### src/hw/rtl/utf8v_pkg.sv
package utf8v_pkg;

    // Lead and boundary byte values used by the sequence checks.
    localparam logic [7:0] C_LEAD_C0     = 8'hC0;
    localparam logic [7:0] C_LEAD_C1     = 8'hC1;
    localparam logic [7:0] C_LEAD_E0     = 8'hE0;
    localparam logic [7:0] C_LEAD_ED     = 8'hED;
    localparam logic [7:0] C_LEAD_F0     = 8'hF0;
    localparam logic [7:0] C_LEAD_F4     = 8'hF4;
    localparam logic [7:0] C_ASCII_LIMIT = 8'h80;
    localparam logic [7:0] C_SEC_8F      = 8'h8F;
    localparam logic [7:0] C_SEC_90      = 8'h90;
    localparam logic [7:0] C_SEC_9F      = 8'h9F;
    localparam logic [7:0] C_SEC_A0      = 8'hA0;

    localparam logic C_STATUS_OK  = 1'b0;
    localparam logic C_STATUS_BAD = 1'b1;

    // Outcome of one byte applied to the collector.
    typedef struct packed {
        logic            emit;
        logic            status;
        logic [31:0]     seq_bytes;
        logic [2:0]      seq_len;
        logic [2:0][7:0] held;
        logic [2:0]      exp_len;
        logic [2:0]      count;
    } t_step;

endpackage

### src/hw/rtl/utf8_sequence_validator.sv
// UTF-8 sequence validator. Raw bytes enter one beat at a time on the input
// channel; each ASCII byte, each finished multi-byte sequence and each
// sequence broken by a non-ASCII byte leaves as one result beat carrying a
// status (0 valid glyph, 1 invalid), the collected bytes packed low byte
// first with unused bytes zero, and the byte count. Bytes that only extend
// a sequence, and a partial sequence cut off by an ASCII byte, produce no
// beat. Throughput is one byte per cycle unless stalled: a byte is
// registered, checked against the collector in a single short
// combinational pass, and written to the result register. The input register
// keeps taking bytes while a result waits; the input stalls only when a byte
// that produces a result finds the result register still full and stalled.
module utf8_sequence_validator (
    input  logic        i_clk,
    input  logic        i_rst_n,
    input  logic        i_valid,
    output logic        o_stall,
    input  logic [7:0]  i_in_byte,
    output logic        o_valid,
    input  logic        i_stall,
    output logic        o_status,
    output logic [31:0] o_seq_bytes,
    output logic [2:0]  o_seq_len
);

    // Input register.
    logic        r_in_valid;
    logic [7:0]  r_in_byte;

    // Collector state.
    logic [2:0][7:0] r_held;
    logic [2:0]      r_exp_len;
    logic [2:0]      r_count;

    // Result register.
    logic        r_out_valid;
    logic        r_status;
    logic [31:0] r_seq_bytes;
    logic [2:0]  r_seq_len;

    utf8v_pkg::t_step step;
    logic             out_free;
    logic             s1_go;

    utf8v_step u_step (
        .i_byte    (r_in_byte),
        .i_held    (r_held),
        .i_exp_len (r_exp_len),
        .i_count   (r_count),
        .o_step    (step)
    );

    // The held byte may move on when it makes no result or the result
    // register is empty or being drained this cycle.
    assign out_free = !r_out_valid || !i_stall;
    assign s1_go    = r_in_valid && (!step.emit || out_free);
    assign o_stall  = r_in_valid && !s1_go;

    always_ff @(posedge i_clk) begin
        if (!i_rst_n) begin
            r_in_valid <= 1'b0;
        end else if (!o_stall) begin
            r_in_valid <= i_valid;
        end
    end

    always_ff @(posedge i_clk) begin
        if (!o_stall && i_valid) begin
            r_in_byte <= i_in_byte;
        end
    end

    // Collector state is cleared by reset because an idle collector must
    // hold zeros for the packing of the next sequence.
    always_ff @(posedge i_clk) begin
        if (!i_rst_n) begin
            r_held    <= '0;
            r_exp_len <= 3'd0;
            r_count   <= 3'd0;
        end else if (s1_go) begin
            r_held    <= step.held;
            r_exp_len <= step.exp_len;
            r_count   <= step.count;
        end
    end

    always_ff @(posedge i_clk) begin
        if (!i_rst_n) begin
            r_out_valid <= 1'b0;
        end else if (out_free) begin
            r_out_valid <= s1_go && step.emit;
        end
    end

    always_ff @(posedge i_clk) begin
        if (out_free && s1_go && step.emit) begin
            r_status    <= step.status;
            r_seq_bytes <= step.seq_bytes;
            r_seq_len   <= step.seq_len;
        end
    end

    assign o_valid     = r_out_valid;
    assign o_status    = r_status;
    assign o_seq_bytes = r_seq_bytes;
    assign o_seq_len   = r_seq_len;

    // An idle collector holds nothing.
    a_idle_empty: assert property (@(posedge i_clk) disable iff (!i_rst_n)
        (r_exp_len == 3'd0) |-> (r_count == 3'd0 && r_held == '0))
        else $error("idle collector holds bytes");

    // A sequence in progress holds at least the lead and is not yet complete.
    a_count_range: assert property (@(posedge i_clk) disable iff (!i_rst_n)
        (r_exp_len != 3'd0) |-> (r_count >= 3'd1 && r_count < r_exp_len))
        else $error("held count out of range for expected length");

    // A result carries one to four bytes.
    a_len_range: assert property (@(posedge i_clk) disable iff (!i_rst_n)
        o_valid |-> (o_seq_len >= 3'd1 && o_seq_len <= 3'd4))
        else $error("result length out of range");

    // Bytes beyond a one-byte result are zero.
    a_single_zero: assert property (@(posedge i_clk) disable iff (!i_rst_n)
        (o_valid && o_seq_len == 3'd1) |-> (o_seq_bytes[31:8] == 24'h0))
        else $error("unused result bytes not zero");

    // A held byte that makes no result never stalls the input.
    a_no_false_stall: assert property (@(posedge i_clk) disable iff (!i_rst_n)
        (r_in_valid && !step.emit) |-> !o_stall)
        else $error("input stalled without a pending result");

endmodule

### src/hw/rtl/utf8v_step.sv
module utf8v_step (
    input  logic [7:0]       i_byte,
    input  logic [2:0][7:0]  i_held,
    input  logic [2:0]       i_exp_len,
    input  logic [2:0]       i_count,
    output utf8v_pkg::t_step o_step
);

    logic        is_cont;
    logic        is_full;
    logic        bad_end;
    logic [7:0]  second;
    logic [31:0] packed_bytes;

    always_comb begin
        is_cont = (i_byte[7:6] == 2'b10);
        is_full = (({1'b0, i_count} + 4'd1) >= {1'b0, i_exp_len}) || (i_count >= 3'd3);
        second  = (i_count >= 3'd2) ? i_held[1] : i_byte;

        bad_end = ((i_held[0] == utf8v_pkg::C_LEAD_F4) && (second > utf8v_pkg::C_SEC_8F))
               || ((i_held[0] == utf8v_pkg::C_LEAD_F0) && (second < utf8v_pkg::C_SEC_90))
               || ((i_held[0] == utf8v_pkg::C_LEAD_ED) && (second > utf8v_pkg::C_SEC_9F))
               || ((i_held[0] == utf8v_pkg::C_LEAD_E0) && (second < utf8v_pkg::C_SEC_A0));

        // The new byte lands right after the bytes already held.
        case (i_count)
            3'd0:    packed_bytes = {24'h0, i_byte};
            3'd1:    packed_bytes = {16'h0, i_byte, i_held[0]};
            3'd2:    packed_bytes = {8'h0, i_byte, i_held[1], i_held[0]};
            default: packed_bytes = {i_byte, i_held[2], i_held[1], i_held[0]};
        endcase
    end

    always_comb begin
        o_step           = '0;
        o_step.held      = i_held;
        o_step.exp_len   = i_exp_len;
        o_step.count     = i_count;
        o_step.seq_len   = (i_count >= 3'd3) ? 3'd4 : (i_count + 3'd1);
        o_step.seq_bytes = packed_bytes;

        if (i_byte < utf8v_pkg::C_ASCII_LIMIT) begin
            // ASCII drops any partial sequence and passes as one glyph.
            o_step.emit      = 1'b1;
            o_step.status    = utf8v_pkg::C_STATUS_OK;
            o_step.seq_bytes = {24'h0, i_byte};
            o_step.seq_len   = 3'd1;
            o_step.held      = '0;
            o_step.exp_len   = 3'd0;
            o_step.count     = 3'd0;
        end else if (i_exp_len == 3'd0) begin
            o_step.seq_bytes = {24'h0, i_byte};
            o_step.seq_len   = 3'd1;
            if ((i_byte == utf8v_pkg::C_LEAD_C0) || (i_byte == utf8v_pkg::C_LEAD_C1)
                || (i_byte > utf8v_pkg::C_LEAD_F4) || is_cont) begin
                o_step.emit   = 1'b1;
                o_step.status = utf8v_pkg::C_STATUS_BAD;
                o_step.held   = '0;
                o_step.count  = 3'd0;
            end else begin
                o_step.held[0] = i_byte;
                o_step.count   = 3'd1;
                if (i_byte[7:5] == 3'b110) begin
                    o_step.exp_len = 3'd2;
                end else if (i_byte[7:4] == 4'b1110) begin
                    o_step.exp_len = 3'd3;
                end else begin
                    o_step.exp_len = 3'd4;
                end
            end
        end else if (!is_cont || is_full) begin
            o_step.emit    = 1'b1;
            o_step.status  = (!is_cont || bad_end) ? utf8v_pkg::C_STATUS_BAD
                                                   : utf8v_pkg::C_STATUS_OK;
            o_step.held    = '0;
            o_step.exp_len = 3'd0;
            o_step.count   = 3'd0;
        end else begin
            o_step.held[i_count[1:0]] = i_byte;
            o_step.count              = i_count + 3'd1;
        end
    end

endmodule
### config.mk
export PLATFORM = sky130hd
export DESIGN_NAME = utf8_sequence_validator
export DESIGN_NICKNAME = d
export VERILOG_FILES = /design/src/hw/rtl/utf8v_pkg.sv /design/src/hw/rtl/utf8_sequence_validator.sv /design/src/hw/rtl/utf8v_step.sv
export SDC_FILE = /design/constraint.sdc
export NUM_CORES = 1
export LEC_CHECK = 0
export BUFFER_PORTS_ARGS = -buffer_cell sky130_fd_sc_hd__buf_2
export CAP_MARGIN = 25
export CORE_MARGIN = 5
export CORE_UTILIZATION = 57
export DETAILED_ROUTE_END_ITERATION = 6
export PLACE_DENSITY = 0.88
export SLEW_MARGIN = 30
export SYNTH_ARGS = -nofsm -noshare
export SYNTH_HDL_FRONTEND = slang
export SYNTH_SLANG_ARGS = --single-unit
### constraint.sdc
create_clock -name i_clk -period 5.4 [get_ports i_clk]
set_input_delay 0 -clock i_clk [delete_from_list [all_inputs] [get_ports i_clk]]
set_output_delay 0 -clock i_clk [all_outputs]
set_load 0.02 [all_outputs]
==> metrics.cfg <==
[floorplanning]
die_w_um=88.1
fp.dieH_um=88.1
fp-row-count=28
core-area_um2=5920
die_area_um2=7760
start_util_pct=58.7
ios=50

[grt]
antenna_found_initial=0
grt_pass1_vias=2477
overflow=0
grt_max_degree=38
grt_usage_pct=20.9
grt_pass1_wl_um=12100

[clocking]
clkTransAtPathRegs_ns=0.08
cts_tree=built
clk_latency_ns=0.35
cts-root-buf=clkbuf_8
post_cts_buffers=0
clock_sinks=76
cts_made_buffers=9
cts_resized=0
cts_max_level=3
cts_buffer_depth=2

[logic_synthesis]
synth_edf_count=44
avgSynthCellArea_um2=12.3
synth_compound_area_share_pct=21.5
seq_area_frac_synth_pct=56.4
synth_fa_ha_area_share_pct=2.88
ys_seq_elements=76
synth_area_leaders=edfxtp_1, dfxtp_1, a22o_1
synth_xor_xnor_area_share_pct=0
ys_top_cells_by_count=edfxtp_1, a22o_1, dfxtp_1
synth_most_common_cell=edfxtp_1
synth.distinct_cells=57
synth_top_area_share_pct=38.0
synth_top_family_by_area=compound AO/OA/AOI/OAI gates
synth_simple_gate_area_share_pct=14.1
syn_nets=303
synth_top_flop_cell=edfxtp_1
ys_warn_count=0
yosysTopAreaCell=edfxtp_1
syn_area_um2=3480
async_reset_ff_share_pct=0
synth_mux_area_share_pct=2.02
syn-instance-count=283

[worst_setup_path]
cp-end-kind=register
crit_top_cell=ha_1
cp_data_required_time_ns=5.38
path_cells=ha_1 > ha_1 > inv_1 > ha_1 > a21oi_1 > o211ai_1 > o21ai_4 > nor2_1 > nor2b_1
critPathKind=register to register
slowest_stage=nor2b_1
critical_path.max_stage_delay_ns=0.65
crit_arrival_ns=3.23
critPathLaunchType=register
path_max_fanout=9

[sta]
setup_ws_ns=2.16
slew_violations=0
hold_viol_final=0
finalCritPeriodShare_pct=60.0
fin_skew_ns=0.00696
worst_pin_slew_ns=0.843
fmax_mhz=308
setup_viol=0
relSlewSlack_pct=43.3
finalCriticalPeriod_ns=3.24
rsz0062_at_grt=no
tns_ns=0

[drt]
post-route-drc-count=0
firstDrtPassIters=5
drt_wl_total_um=7510
wl_per_cell_um=18.0
viasPerCell=5.98
dr_total_vias=2495
drtIter0Drc=161
antenna_left=0

[placed_design]
place_area_um2=3760
hpwl_um=5240
dp_slack_ns=2.22
portBuffers=49
place_congestion=0.902

[power]
pwr_density_cell_nw_per_um2=290
vdd_drop_max_v=0.000199
leakagePower_nw=1.51

[run_status]
run_status=finished, final reports clean

[finish]
area_growth_pct=16.2
fin_nets=357
post-route-cell-area_um2=4040
drive_above_1_share_pct=24.3
diodes=0

[min_path]
min-delay-path-class=input port to register

[job]
maxCapViolCount=0

[final cells by class]
type                       instances  area, µm²
clock inverter                     6       63.8
sequential                        76       1960
clock buffer                      10        128
timing repair buffer              59        343
tap                               75       93.8
multi-input combinational        181       1410
inverter                          10       37.5
fill                             446       1880
[metrics by stage]
stage | utilization, % | hold WS, ns | instances | power (mW)
after floorplan | - | 0.0989 | 283 | 0.725
after global placement | 63.5 | 0.183 | 392 | 0.754
after detailed placement | 63.5 | 0.179 | 392 | 0.757
after CTS | 68.2 | 0.0494 | 417 | 1.18
after global routing | 68.2 | 0.0793 | 417 | 1.21
final | 68.2 | 0.0697 | 417 | 1.17
[kinds of logic (layout without fill, tap and decap cells)]
kind of cell | Yosys count | in the layout
AO/OA/AOI/OAI | 89 | 89
AND/OR/NAND/NOR | 77 | 77
flip-flops | 76 | 76
buffers and inverters | 26 | 85
adder cells (fa/ha/maj) | 8 | 8
multiplexers | 7 | 7
[sequential cells by signal, summed over array words and instances (netlist names)]
name,flops
r_held,24
o_seq_bytes,32
o_seq_len,3
r_in_valid,1
o_valid,1
r_in_byte,8
r_count,3
r_exp_len,3
o_status,1
[cells in the final DEF (no fill, tap or decap), types with 2 or more instances in the layout]
cell type      instances
dfxtp_1               32
o211ai_1               8
inv_1                  8
nor4_4                 3
nand2_1               17
clkbuf_8               9
a21o_1                 2
a22o_1                33
o31ai_1                2
clkinvlp_4             2
mux2i_1                7
buf_2                 49
or2_1                  3
a21oi_1               10
o32ai_1                2
ha_1                   8
edfxtp_1              44
o31a_1                 2
and3_1                 4
clkinv_2               2
nor2b_1                4
o21a_1                 5
o21ai_0                5
o22ai_1                2
and2_1                11
nor3_1                 7
nand3_1                5
a31oi_2                2
nor2_1                11
dlygate4sd3_1          9
[power breakdown]
part | switching (mW) | total, mW | internal (mW)
registers | 0.0193 | 0.650 | 0.631
logic | 0.0633 | 0.0984 | 0.0352
clock network | 0.208 | 0.421 | 0.213
total | 0.290 | 1.17 | 0.880
[worst paths after layout]
| kind | from | endpoint | slack (ns) | cells after the start |
|---|---|---|---|---|
| worst max-delay path | r_count[0] | r_in_byte[0] | 2.16 | 9 |
| worst min-delay path | i_rst_n | r_in_valid | 0.07 | 2 |
| worst max register to register | r_count[0] | r_in_byte[0] | 2.16 | 9 |
| worst min register to register | r_held[1] | r_held[1] | 0.48 | 2 |
[critical path, delay by kind of cell, from the launching register on]
| kind | cells | cell delay (ns) |
|---|---|---|
| buffers and inverters | 1 | 0.08 |
| AOI/OAI and AO/OA | 3 | 0.77 |
| DFF | 1 | 0.55 |
| adders and majority gates | 3 | 0.70 |
| and+or+nand+nor | 2 | 0.76 |
[metal layers]
metal / track usage (%) / share of wire, %
met1: 26.6 / 44
met2: 33.6 / 45
met3: 4.89 / 6.5
met4: 10.0 / 3.9
met5: 0 / 0
[timing repair]
action                     4_1_cts  5_1_grt
setup endpoints to repair        0        0
hold buffers                     9        0
hold endpoints to repair         9        0
(Power assumes the default switching activity.)
